[src/rtl/asa_pkg.sv]
// Package for the ADC scan averager: field widths, codes and transaction structs.
// Depends on nothing; imported by rtl/adc_scan_averager.sv.

package asa_pkg;

   // Fixed field widths
   localparam int SAMPLE_W     = 10;
   localparam int CHAN_W       = 3;
   localparam int MUX_W        = 5;
   localparam int COUNT_W      = 3;
   localparam int MUX_SLOTS    = 8;
   localparam int MUX_TABLE_W  = MUX_W * MUX_SLOTS;
   localparam int CSR_INDEX_W  = 1;

   // Defaults for the top-level parameters
   localparam int DEF_SAMPLE_SHIFT = 2;
   localparam int DEF_CHANNELS     = 8;

   // Item operation codes
   typedef enum logic {
      OP_SAMPLE = 1'b0,
      OP_READ   = 1'b1
   } op_type;

   // Configuration register indexes
   typedef enum logic [CSR_INDEX_W-1:0] {
      CSR_CHANNEL_COUNT = 1'b0,
      CSR_MUX_TABLE     = 1'b1
   } csr_index_type;

   // Input transaction
   typedef struct packed {
      op_type              op;
      logic [SAMPLE_W-1:0] sample;
      logic [CHAN_W-1:0]   read_channel;
      logic                converter_busy;
   } req_type;

   // Result transaction
   typedef struct packed {
      logic [SAMPLE_W-1:0] read_value;
      logic                start_conversion;
      logic [MUX_W-1:0]    mux_select;
      logic                window_done;
      logic [CHAN_W-1:0]   done_channel;
   } rsp_type;

endpackage

[src/rtl/adc_scan_averager.sv]
// ADC scan averager top level: scan state, channel average memory, output skid.
// Depends on rtl/asa_pkg.sv.

// The block takes one transaction per cycle while req_stall is low and
// returns one result for each, held in the output register or skid. A sample
// transaction adds to the running window sum. The sample after a full window
// of 2^SAMPLE_SHIFT samples is dropped. Instead it stores the shifted sum as
// the current scan channel's average and advances the scan (wrapping after
// channel_count-1, a bad count acting as 1). A read transaction returns a
// channel's stored average from the average memory, read at acceptance and
// registered with the result, and flags a conversion start when the
// converter is idle. Results pass through an output register backed by one
// skid entry, so one more transaction is taken while a result waits;
// req_stall rises only while the skid entry is occupied. Averages read as zero
// after reset through per-entry valid bits; there is no clearing pass.
// mux_select always reports the mux word of the scan channel after the item.

module adc_scan_averager #(
   parameter int SAMPLE_SHIFT = asa_pkg::DEF_SAMPLE_SHIFT,
   parameter int CHANNELS     = asa_pkg::DEF_CHANNELS
) (
   input  logic                                 clock,
   input  logic                                 reset,
   // input channel
   input  logic                                 req_valid,
   output logic                                 req_stall,
   input  asa_pkg::req_type                     req_data,
   // result channel
   output logic                                 rsp_valid,
   input  logic                                 rsp_stall,
   output asa_pkg::rsp_type                     rsp_data,
   // configuration write channel
   input  logic                                 csr_valid,
   output logic                                 csr_ready,
   input  asa_pkg::csr_index_type               csr_index,
   input  logic [asa_pkg::MUX_TABLE_W-1:0]      csr_data
);
   import asa_pkg::*;

   localparam int ACC_W  = SAMPLE_W + SAMPLE_SHIFT;
   localparam int CNT_W  = SAMPLE_SHIFT + 1;
   localparam int ADDR_W = $clog2(CHANNELS);
   localparam logic [CNT_W-1:0]   WINDOW   = CNT_W'(1 << SAMPLE_SHIFT);
   localparam logic [COUNT_W:0]   CHAN_LIM = (COUNT_W+1)'(CHANNELS);

   // Configuration registers
   logic [COUNT_W-1:0]     channel_count_ff;
   logic [MUX_TABLE_W-1:0] mux_table_ff;

   // Scan state
   logic [ACC_W-1:0]  accum_ff,   accum_in;
   logic [CNT_W-1:0]  samples_ff, samples_in;
   logic [CHAN_W-1:0] scan_ff,    scan_in;

   // Average memory and its valid bits
   logic [SAMPLE_W-1:0] avg_mem [CHANNELS];
   logic [CHANNELS-1:0] avg_valid_ff;

   // Output register and skid entry
   logic    out_valid_ff, skid_valid_ff;
   rsp_type out_data_ff,  skid_data_ff;

   logic               accept, out_take, close_window;
   logic               to_out, to_skid, rd_hit;
   logic [COUNT_W:0]   eff_count;
   logic [ADDR_W-1:0]  wr_addr, rd_addr;
   logic [SAMPLE_W-1:0] avg_in;
   rsp_type            new_info;

   // Result fields with the memory read word filled in
   function automatic rsp_type with_read_value(rsp_type base, logic [SAMPLE_W-1:0] value);
      rsp_type r;
      r            = base;
      r.read_value = value;
      return r;
   endfunction

   // Handshakes
   assign csr_ready = 1'b1;
   assign req_stall = skid_valid_ff;
   assign accept    = req_valid && !req_stall;
   assign out_take  = out_valid_ff && !rsp_stall;
   assign rsp_valid = out_valid_ff;
   assign rsp_data  = out_data_ff;

   // Configuration writes
   always_ff @(posedge clock) begin
      if (reset) begin
         channel_count_ff <= COUNT_W'(1);
         mux_table_ff     <= '0;
      end else if (csr_valid && csr_ready) begin
         case (csr_index)
            CSR_CHANNEL_COUNT: channel_count_ff <= csr_data[COUNT_W-1:0];
            CSR_MUX_TABLE:     mux_table_ff     <= csr_data;
            default:           ;
         endcase
      end
   end

   // Window accumulation and scan advance
   always_comb begin
      eff_count = ((channel_count_ff == '0) || ({1'b0, channel_count_ff} >= CHAN_LIM))
                  ? (COUNT_W+1)'(1) : {1'b0, channel_count_ff};
      close_window = accept && (req_data.op == OP_SAMPLE) && (samples_ff == WINDOW);
      accum_in   = accum_ff;
      samples_in = samples_ff;
      scan_in    = scan_ff;
      if (accept && (req_data.op == OP_SAMPLE)) begin
         if (samples_ff != WINDOW) begin
            samples_in = samples_ff + CNT_W'(1);
            accum_in   = accum_ff + ACC_W'(req_data.sample);
         end else begin
            accum_in   = '0;
            samples_in = '0;
            if (({1'b0, scan_ff} + (COUNT_W+1)'(1)) < eff_count) begin
               scan_in = scan_ff + CHAN_W'(1);
            end else begin
               scan_in = '0;
            end
         end
      end
   end

   always_ff @(posedge clock) begin
      if (reset) begin
         accum_ff   <= '0;
         samples_ff <= '0;
         scan_ff    <= '0;
      end else begin
         accum_ff   <= accum_in;
         samples_ff <= samples_in;
         scan_ff    <= scan_in;
      end
   end

   // Average memory write; scan position always stays below CHANNELS
   assign wr_addr = scan_ff[ADDR_W-1:0];
   assign avg_in  = accum_ff[SAMPLE_SHIFT +: SAMPLE_W];

   always_ff @(posedge clock) begin
      if (close_window) begin
         avg_mem[wr_addr] <= avg_in;
      end
   end

   always_ff @(posedge clock) begin
      if (reset) begin
         avg_valid_ff <= '0;
      end else if (close_window) begin
         avg_valid_ff[wr_addr] <= 1'b1;
      end
   end

   // Result fields known at acceptance
   assign rd_addr = req_data.read_channel[ADDR_W-1:0];
   assign rd_hit  = (req_data.op == OP_READ)
                    && ({1'b0, req_data.read_channel} < CHAN_LIM)
                    && avg_valid_ff[rd_addr];

   always_comb begin
      new_info                  = '0;
      new_info.start_conversion = (req_data.op == OP_READ) && !req_data.converter_busy;
      new_info.mux_select       = mux_table_ff[scan_in * MUX_W +: MUX_W];
      new_info.window_done      = close_window;
      new_info.done_channel     = close_window ? scan_ff : '0;
   end

   assign to_out  = accept && (!out_valid_ff || out_take);
   assign to_skid = accept && out_valid_ff && !out_take;

   // Output register and skid control
   always_ff @(posedge clock) begin
      if (reset) begin
         out_valid_ff  <= 1'b0;
         skid_valid_ff <= 1'b0;
      end else begin
         if (skid_valid_ff) begin
            if (out_take) begin
               skid_valid_ff <= 1'b0;
            end
         end else if (to_out) begin
            out_valid_ff <= 1'b1;
         end else if (to_skid) begin
            skid_valid_ff <= 1'b1;
         end else if (out_take) begin
            out_valid_ff <= 1'b0;
         end
      end
   end

   // Result payload, with the registered memory read
   always_ff @(posedge clock) begin
      if (skid_valid_ff && out_take) begin
         out_data_ff <= skid_data_ff;
      end else if (to_out) begin
         out_data_ff <= with_read_value(new_info, rd_hit ? avg_mem[rd_addr] : '0);
      end
      if (to_skid) begin
         skid_data_ff <= with_read_value(new_info, rd_hit ? avg_mem[rd_addr] : '0);
      end
   end

endmodule
[config.mk]
export PLATFORM = sky130hd
export DESIGN_NAME = adc_scan_averager
export DESIGN_NICKNAME = d
export VERILOG_FILES = /design/src/rtl/asa_pkg.sv /design/src/rtl/adc_scan_averager.sv
export SDC_FILE = /design/constraint.sdc
export NUM_CORES = 1
export LEC_CHECK = 0
export BUFFER_PORTS_ARGS = -buffer_cell sky130_fd_sc_hd__clkbuf_2
export CAP_MARGIN = 20
export CORE_ASPECT_RATIO = 0.75
export CORE_MARGIN = 5
export CORE_UTILIZATION = 50
export CTS_CLUSTER_SIZE = 16
export DETAILED_ROUTE_END_ITERATION = 16
export PLACE_DENSITY = 0.7
export RECOVER_POWER = 100
export SLEW_MARGIN = 25
export SYNTH_ARGS = -nofsm -noshare
export SYNTH_HDL_FRONTEND = slang
export SYNTH_SLANG_ARGS = --single-unit
[constraint.sdc]
create_clock -name clock -period 3 [get_ports clock]
set_input_delay 0.3 -clock clock [delete_from_list [all_inputs] [get_ports clock]]
set_output_delay 0.3 -clock clock [all_outputs]
set_load 0.02 [all_outputs]
* Yosys cells after proc, flatten, opt, wreduce, memory -nomap -nowiden
Memory sizes are Yosys's and may differ from the RTL's. Cells that the tools add are included.
Operators by class: shift operators 1, equal/unequal tests 3, bitwise operators 4, $mul 1, mux-type cells 23, $add $sub $neg 4, order comparisons 4, reduce and logical (&&, ||, !) cells 23
Operators by type and width (number):
- 2-to-1 mux 20 bit | 2
- indexed part select 40 x 7 -> 5 bit | 1
- 2-to-1 mux 3 bit | 6
- adder 12 x 10 -> 12 bit | 1
- 2-to-1 mux 12 bit | 1
- logical AND 1 bit | 11
- 2-to-1 mux 1 bit | 11
- 2-to-1 mux 10 bit | 1
- less-than comparator 3 x 4 -> 1 bit, second input constant | 2
- OR 8 bit | 1
- adder 3 x 1 -> 3 bit, second input constant | 2
- multiplier 3 x 3 -> 6 bit, second input constant | 1
- logical NOT 1 bit | 5
- adder 3 x 1 -> 4 bit, second input constant | 1
- less-than comparator 4 x 3 -> 1 bit | 1
- AND reduction 2 bit | 2
- nonzero test 2 bit | 2
- binary-select mux 1 bit (select 3 bit) | 1
- demux 1 bit (select 3 bit) | 1
- == test 3 bit, second input constant | 1
- greater-or-equal comparator 3 x 1 -> 1 bit, second input constant | 1
- logical NOT 3 bit | 1
- inequality test 3 bit, second input constant | 1
- inverter 1 bit | 3
- other kinds (3) | 3
Storage, ports and cells: logic and storage cells 82, input port bits 61, RAM bits 80, memories kept 1, bits in registers 111, output and inout bits 23
Memory list:
- avg_mem | depth 8, width 10, rd ports 1, clocked after Yosys merged registers in 0, write ports 1, RTL line adc_scan_averager.sv:56 | logic [SAMPLE_W-1:0] avg_mem [CHANNELS];

* Longest topological paths before layout
word-level depth 10, gate-level depth with buffers 10, depth with buffers taken out 9

* Worst setup path before layout
OpenSTA, ideal clock, no wires.
path type register to register, from register scan_ff[0], to register out_data_ff, in the netlist rsp_data[8] (data pin), arrival time 2813 ps, stages on the path, launching flop included 10, setup time 260 ps, required time 2740 ps, buffers on the path 1, slack -73 ps, clock period less this slack 3073 ps, path through dfxtp_1 ha_1 xor2_1 ha_1 or4_4 o21ai_2 buf_6 mux4_2 mux2_2 mux2_2
RTL lines:
- from (decl) | RTL line adc_scan_averager.sv:53 | logic [CHAN_W-1:0] scan_ff, scan_in;
- from (signal assigned) | RTL line adc_scan_averager.sv:132 | scan_ff <= scan_in;
- to (signal assigned) | RTL line adc_scan_averager.sv:194 | out_data_ff <= skid_data_ff;
- to (signal assigned) | RTL line adc_scan_averager.sv:196 | out_data_ff <= with_read_value(new_info, rd_hit ? avg_mem[rd_addr] : '0);
- to (decl) | RTL line adc_scan_averager.sv:61 | rsp_type out_data_ff, skid_data_ff;

==> impl_metrics.py <==
metrics = {
    "cells_and_area": {
        "final_nets": 856,
        "layout-drive-gt1-share_pct": 19.3,
        "insertedDiodeCount": 0,
        "n_fill_cell": 1297,
        "syn2layout_area_growth_pct": 16.0,
        "fin_cells": 1002,
        "stdcell_area_mm2": 0.00947,
    },
    "floorplanning": {
        "rows": 40,
        "start_util_pct": 51.0,
        "core_mm2": 0.0160,
        "floorplan.die_area_mm2": 0.0190,
        "die_w_um": 158,
        "fp.dieH_um": 121,
        "io_pins": 84,
    },
    "timing": {
        "rsz0062_at_grt": "no",
        "slew_headroom_pct": -34.0,
        "fmax_mhz": 343,
        "worstMarginPinSlew_ns": 2.01,
        "timing.hold.ws_ns": 0.0808,
        "clock-skew-final_ns": 0.00942,
        "finalCriticalPeriod_ns": 2.92,
        "drv_slew": 48,
        "timing.final.hold_violations": 0,
        "post-route-period-util_pct": 97.2,
        "setup-violations-final": 0,
    },
    "clock_network": {
        "cts_made_buffers": 17,
        "clk_latency_ns": 0.43,
        "hold_buffers": 0,
        "cts_tree": "done",
        "clk_pin_slew_ns": 0.07,
        "clock-root-buffer": "clkbuf_16",
        "cts_sinks": 191,
        "cts.path.max_buffers": 2,
        "cts_max_level": 4,
    },
    "job": {
        "drv_cap": 1,
    },
    "min_path": {
        "holdPathStages": 3,
        "holdPathEnd": "mux_table_ff[28]",
        "min_path_type": "in2reg",
        "hold_start": "csr_data[28]",
    },
    "detailed_routing": {
        "vias": 5618,
        "first_iter_violations": 624,
        "dr.pass1.iters": 5,
        "wl_per_cell_um": 18.3,
        "detail_route.wirelength_um": 18400,
        "ant_nets": 0,
        "drc_errors": 0,
        "viasPerCell": 5.61,
    },
    "setup_path": {
        "worstSetupStartpointType": "flip-flop",
        "cp.arrival_ns": 3.10,
        "crit_chain": "or3b_1 > or4_4 > o21ai_4 > mux4_2 > mux2_4 > mux2_2",
        "r2r_end": "rsp_data[8]",
        "crit_type": "reg2reg",
        "required_ns": 3.18,
        "end_kind": "flip-flop",
        "reg2regPathDepth": 6,
        "crit_path_max_incr_delay_ns": 0.57,
        "timing.rr.start": "req_stall",
        "rrSetupSlack_ns": 0.08,
        "critical-path-slowest-cell": "or4_4",
        "cp_max_fo": 4,
    },
    "logic_synthesis": {
        "syn_inst": 679,
        "synth_top_area_share_pct": 44.1,
        "synth_area_per_cell_um2": 12.0,
        "yosysSeqAreaShare_pct": 61.5,
        "synth-edff-count": 120,
        "ys_ff_latch": 191,
        "synth_nets": 756,
        "synth_area_leaders": "edfxtp_1 (44%), dfxtp_1 (17%), mux4_2 (7.2%)",
        "ys.flop_type": "edfxtp_1",
        "synth_largest_area_cell": "edfxtp_1",
        "async_reset_ff_share_pct": 0,
        "ys_types": 56,
        "yosys_warnings": 0,
        "synth_area_mm2": 0.00816,
    },
    "power": {
        "power_density_mw_per_mm2": 592,
        "irDropWorstVdd_uv": 403,
        "p_leak_nw": 3.54,
        "total_power_w": 0.00561,
    },
    "global_routing": {
        "grt_overflow": 0,
        "grt_max_degree": 48,
        "grt_pass1_vias": 5404,
        "antenna_found_initial": 0,
        "grt_first_pass_wirelength_um": 29000,
        "grt_util_all_layers_pct": 20.0,
    },
    "placed_design": {
        "dp_hpwl_um": 13000,
        "placed_area_mm2": 0.00897,
        "gp_routability_congestion": 0.899,
        "io_buffers": 82,
        "dp.cells": 970,
    },
    "outcome": {
        "status": "complete, but fails checks",
        "violations": "max-capacitance violations, max-slew violations",
    },
}
-- routing by layer --
metal  up-vias  track usage, %  wire length [um]
met3        14            4.44              1110
met4         0            5.16               210
li1       2683               -                 -
met2       206            30.7              8550
met5         -               0                 0
met1      2715            29.0              8520
-- repair_timing --
action	CTS	global route
setup endpoints to repair	1	2
resized for setup	0	4
pin swaps	1	2
buffers inserted	0	0
-- sequential cells by signal, summed over array words and instances (netlist names) --
name              cells
avg_mem              80
mux_table_ff         40
rsp_data             20
skid_data_ff         20
accum_ff             12
avg_valid_ff          8
channel_count_ff      3
samples_ff            3
scan_ff               3
req_stall             1
rsp_valid             1
-- logic make-up (layout without fill, tap and decap cells) --
logic type	Yosys count	count (layout)	synth area share, %
AND/OR/NAND/NOR	261	261	14.4
flip-flops	191	191	61.5
AO/OA/AOI/OAI	114	114	8.41
multiplexers	47	47	10.3
buffers and inverters	43	156	2.18
adder cells (fa/ha/maj)	16	16	2.54
XOR/XNOR	6	6	0.644
other	1	1	0.0459
-- synth_stat cells, drive strengths merged, types with 5 or more instances --
master and number:
dfxtp 71, nor2b 7, edfxtp 120, nor3b 6, o21ai 11, nor3 11
clkbuf 26, buf 9, ha 15, a21oi 62, mux2 8, a22oi 6
o211ai 5, nand2 136, mux2i 11, inv 7, or3b 5, mux4 28
nand3 10, a21o 8, nor2 56
-- final cells by class --
class / count / area (um2) / share of cell area [%]
clock buffer: 22 / 454 / 4.80
clock inverter: 10 / 126 / 1.33
inverter: 8 / 30.0 / 0.317
multi-input combinational: 445 / 2990 / 31.5
sequential: 191 / 5030 / 53.1
tap: 210 / 263 / 2.77
timing repair buffer: 116 / 579 / 6.12
-- report_power, final --
group	switching [W]	internal (W)	total [W]
Sequential	0.0000759	0.00287	0.00295
Clock	0.000982	0.00126	0.00225
Combinational	0.000241	0.000172	0.000413
Total	0.00130	0.00431	0.00561
-- worst max-delay path, delay by kind of cell, from the launching register on --
family | cells | cell delay (ns)
mux | 3 | 1.09
compound gates | 1 | 0.23
simple gates | 2 | 1.01
flops | 1 | 0.34
-- stage by stage --
stage	util, %	TNS (ns)	setup WS, ns
after global routing	59.1	0	0.00374
final	59.1	0	0.0840
after global placement	56.0	0	0.00749
after CTS	59.7	0	0.0251
after floorplan	-	0	0.00526
after detailed placement	56.0	-0.0306	-0.0306
-- worst max-delay path by stage --
stage	startpoint	end	slack, ns	cells after the start
finish	req_stall	rsp_data[8]	0.08	6
global route	req_stall	rsp_data[8]	0.004	6
CTS	scan_ff[1]	rsp_data[8]	0.03	8
detailed placement	req_data[14]	rsp_data[8]	-0.03	7
global placement	req_data[14]	rsp_data[8]	0.007	7
floorplan	scan_ff[1]	rsp_data[8]	0.005	9
-- layout by cell type (no fill, tap or decap), types with 6 or more instances in the layout --
cell type  instances
clkbuf_2          61
nand3_1           10
ha_1              13
nor3b_1            6
dfxtp_1           68
clkbuf_1          42
buf_4             16
inv_1              7
nor2_1            56
mux2_2             7
edfxtp_1         120
a22oi_1            6
nand2_1          136
a21o_1             8
nor3_1            11
o21ai_0            9
mux2i_1           11
nor2b_1            7
a21oi_1           62
clkbuf_16         17
mux4_2            27
Power figures use the tool's default switching activity.
